[config.mk]
export PLATFORM = sky130hd
export DESIGN_NAME = sactl_ram
export DESIGN_NICKNAME = d
export VERILOG_FILES = /design/src/hw/rtl/sactl_ram.sv
export SDC_FILE = /design/constraint.sdc
export NUM_CORES = 1
export LEC_CHECK = 0
export BUFFER_PORTS_ARGS = -buffer_cell sky130_fd_sc_hd__buf_2
export CAP_MARGIN = 20
export CORE_AREA = 3 3 128 130
export CTS_BUF_LIST = sky130_fd_sc_hd__clkbuf_8
export CTS_CLUSTER_SIZE = 25
export DETAILED_ROUTE_END_ITERATION = 6
export DIE_AREA = 0 0 131 133
export PLACE_DENSITY = 0.59
export RECOVER_POWER = 50
export SETUP_SLACK_MARGIN = 0.15
export SKIP_LAST_GASP = 1
export SLEW_MARGIN = 40
export SYNTH_ARGS = -nofsm -noshare
export SYNTH_HDL_FRONTEND = slang
export SYNTH_SLANG_ARGS = --single-unit
[constraint.sdc]
create_clock -name clk -period 1.8 [get_ports clk]
set_clock_uncertainty 0.15 [all_clocks]
set_input_delay 0.09 -clock clk [delete_from_list [all_inputs] [get_ports clk]]
set_output_delay 0.09 -clock clk [all_outputs]
set_load 0.02 [all_outputs]
[src/hw/rtl/sactl_ram.sv]
// Generic single-write, single-read RAM with registered read data.
module sactl_ram #(
	parameter int WIDTH = 8,
	parameter int DEPTH = 16
) (
	input  logic                                  clk,
	input  logic                                  we,
	input  logic [((DEPTH > 1) ? $clog2(DEPTH) : 1)-1:0] waddr,
	input  logic [WIDTH-1:0]                      wdata,
	input  logic                                  re,
	input  logic [((DEPTH > 1) ? $clog2(DEPTH) : 1)-1:0] raddr,
	output logic [WIDTH-1:0]                      rdata
);

	logic [WIDTH-1:0] mem [DEPTH];

	always_ff @(posedge clk) begin
		if (we) begin
			mem[waddr] <= wdata;
		end
		if (re) begin
			rdata <= mem[raddr];
		end
	end

endmodule

==> metrics.cfg <==
[sta]
slew_headroom_pct = 50.5
finalCriticalPeriod_ns = 1.63
rsz0062_at_grt = true
slew_viol_final = 0
finalHoldViolCount = 0
setup_violations = 0
fin_setup_tns_ns = 0
fin_crit_sh_pct = 90.7
fmax_ghz = 0.612
worst_pin_slew_ns = 0.742

[die]
rows = 45
start_util_pct = 34.3
dieArea_um2 = 17400
ios = 27
core_area_um2 = 15300
die_h_um = 133
die_x_um = 131

[grt]
track_usage_pct = 13.4
gr-total-overflow = 0
grt_max_degree = 23
grt_pass1_wl_mm = 16.7
antenna_found_initial = 0
grt_pass1_vias = 2759

[route]
wl_mm = 10.7
drc = 0
dr.pass1.iters = 4
antenna_left = 0
num_vias = 2514
via_per_inst = 4.82
post_drt_wl_per_cell_um = 20.6
drtIter0Drc = 297

[synth]
yosys.area_share.simple_pct = 3.14
synth-seq-cells = 136
synth_mux_area_share_pct = 14.8
yosys.area_share.adder_pct = 0
synth_top_family_by_area = multiplexers
ys_types = 18
synth.avg_cell_area_um2 = 22.8
synth_fp_nets = 248
netlist_area_um2 = 5230
synth-xor-area-share_pct = 0
synth-compound-area-share_pct = 2.30
ys_seq_area_share_pct = 78.1
synth_flop_cell = edfxtp_1
synthArstFlopShare_pct = 0
synth-edff-count = 136
synth_cells = 229
yosys_warnings = 0

[critical_path]
required_ns = 1.81
end_kind = flop
cp_data_arrival_time_ns = 1.64
reg2reg_slack_ns = 0.17
crit_path_max_fanout = 1
path_class = flop to flop
worstSetupStartpoint = mem[0][6]
setup.worst_path.end = rdata[6]
worst_r2r_endpoint = rdata[6]
cp-start-kind = flop
rr_worst_depth = 3
rr_startpoint = mem[0][6]

[cells_and_area]
syn2layout_area_growth_pct = 17.7
final_design_area_no_fill_um2 = 6150
antenna_cells = 0
layout.cells.most_common = edfxtp_1
num-nets-final = 318
final_cell_mix = 136 x edfxtp_1, 22 x mux4_2, 18 x buf_2, 17 x clkbuf_8, 17 x clkbuf_1
drive_gt1_share_pct = 29.6

[placement]
place.detailed.hpwl_mm = 7.04
io_buffers = 26
placed_area_um2 = 5760
gp_congestion = 0.726

[cts]
cts_root_buffer = clkbuf_8
clock-sinks = 136
clkTransAtPathRegs_ns = 0.08
clock_latency_ns = 0.43
cts_buffers = 17
h-tree-depth = 4
clockBufferDepth = 2
cts_tree = built

[power]
irDropWorstVdd_mv = 0.461
cellLeakagePower_uw = 0.00200
p_per_area_nw_per_um2 = 987

[min_path]
hold_class = input pin to flop
hp-start = waddr[1]

[run]
cap_violations = 0

[run_status]
outcome = finished, final reports clean

-- timing repair --
item	4_1_cts	5_1_grt
resized for setup	4	7
setup endpoints to repair	5	6
cloned	0	0
hold endpoints to repair	136	0
hold buffers	9	0
buffers inserted	0	0
pin swaps	1	2
-- per-layer routing --
metal	vias up	part of all wire (%)	track usage [%]
met3	12	6.8	4.52
met5	-	0	0
met4	0	1.1	3.60
met2	80	48	20.4
li1	1113	-	-
met1	1309	44	18.5
-- layout make-up --
| type | instances | area [um2] |
|---|---|---|
| Multi-Input combinational cell | 83 | 1080 |
| Clock buffer | 17 | 234 |
| Timing Repair Buffer | 61 | 397 |
| Sequential cell | 136 | 4080 |
| Tap cell | 211 | 264 |
| Fill cell | 1376 | 9100 |
| Clock inverter | 14 | 96.3 |
-- report_power, final --
| group | switching, uW | internal, uW | leakage (uW) |
|---|---|---|---|
| Sequential | 18.7 | 3570 | 0.00124 |
| Combinational | 222 | 163 | 0.000581 |
| Clock | 1060 | 1040 | 0.000179 |
| Total | 1300 | 4770 | 0.00200 |
-- cells in the mapped netlist (2+ instances only) --
cell type	number	area, um2
a22oi_1	16	120
buf_2	3	15.0
buf_6	3	33.8
clkdlybuf4s25_2	3	30.0
edfxtp_1	136	4080
mux4_1	14	368
mux4_2	18	405
nand2_1	9	33.8
nand2b_1	2	12.5
nand3b_1	2	15.0
nor2_1	13	48.8
nor3_1	4	20.0
-- state kept, by name, summed over array words and instances (netlist names) --
| name | count |
|---|---|
| rdata | 8 |
| mem | 128 |
-- stage by stage --
| step | hold slack, ns | worst slack [ns] | util [%] | std cells | total power, uW |
|---|---|---|---|---|---|
| after detailed placement | 0.328 | -0.148 | 37.8 | 482 | 4030 |
| after CTS | 0.0442 | 0.101 | 40.6 | 522 | 6140 |
| final | 0.0754 | 0.167 | 40.3 | 522 | 6070 |
| after global routing | 0.0571 | 0.104 | 40.3 | 522 | 6340 |
| after floorplan | 0.0389 | 0.278 | - | 229 | 3850 |
| after global placement | 0.336 | -0.137 | 37.8 | 482 | 4020 |
-- critical path: stages (launching register included) --
cell and delay [ns]:
edfxtp_1 0.39, mux4_2 0.48, a22oi_2 0.23, nand2_1 0.13
-- worst min-delay path by stage --
stage           endpoint  cells past startpoint
5_1_grt        mem[0][1]                      3
4_1_cts        mem[0][1]                      3
3_3_place_gp   mem[6][1]                      1
3_5_place_dp    rdata[5]                      1
2_1_floorplan  mem[0][0]                      0
6_report       mem[0][1]                      3
-- logic make-up after synthesis --
| logic type | count (synthesis) |
|---|---|
| mux | 32 |
| compound gates | 16 |
| buf+inv | 10 |
| flops | 136 |
| simple gates | 35 |
(Power assumes the default switching activity.)
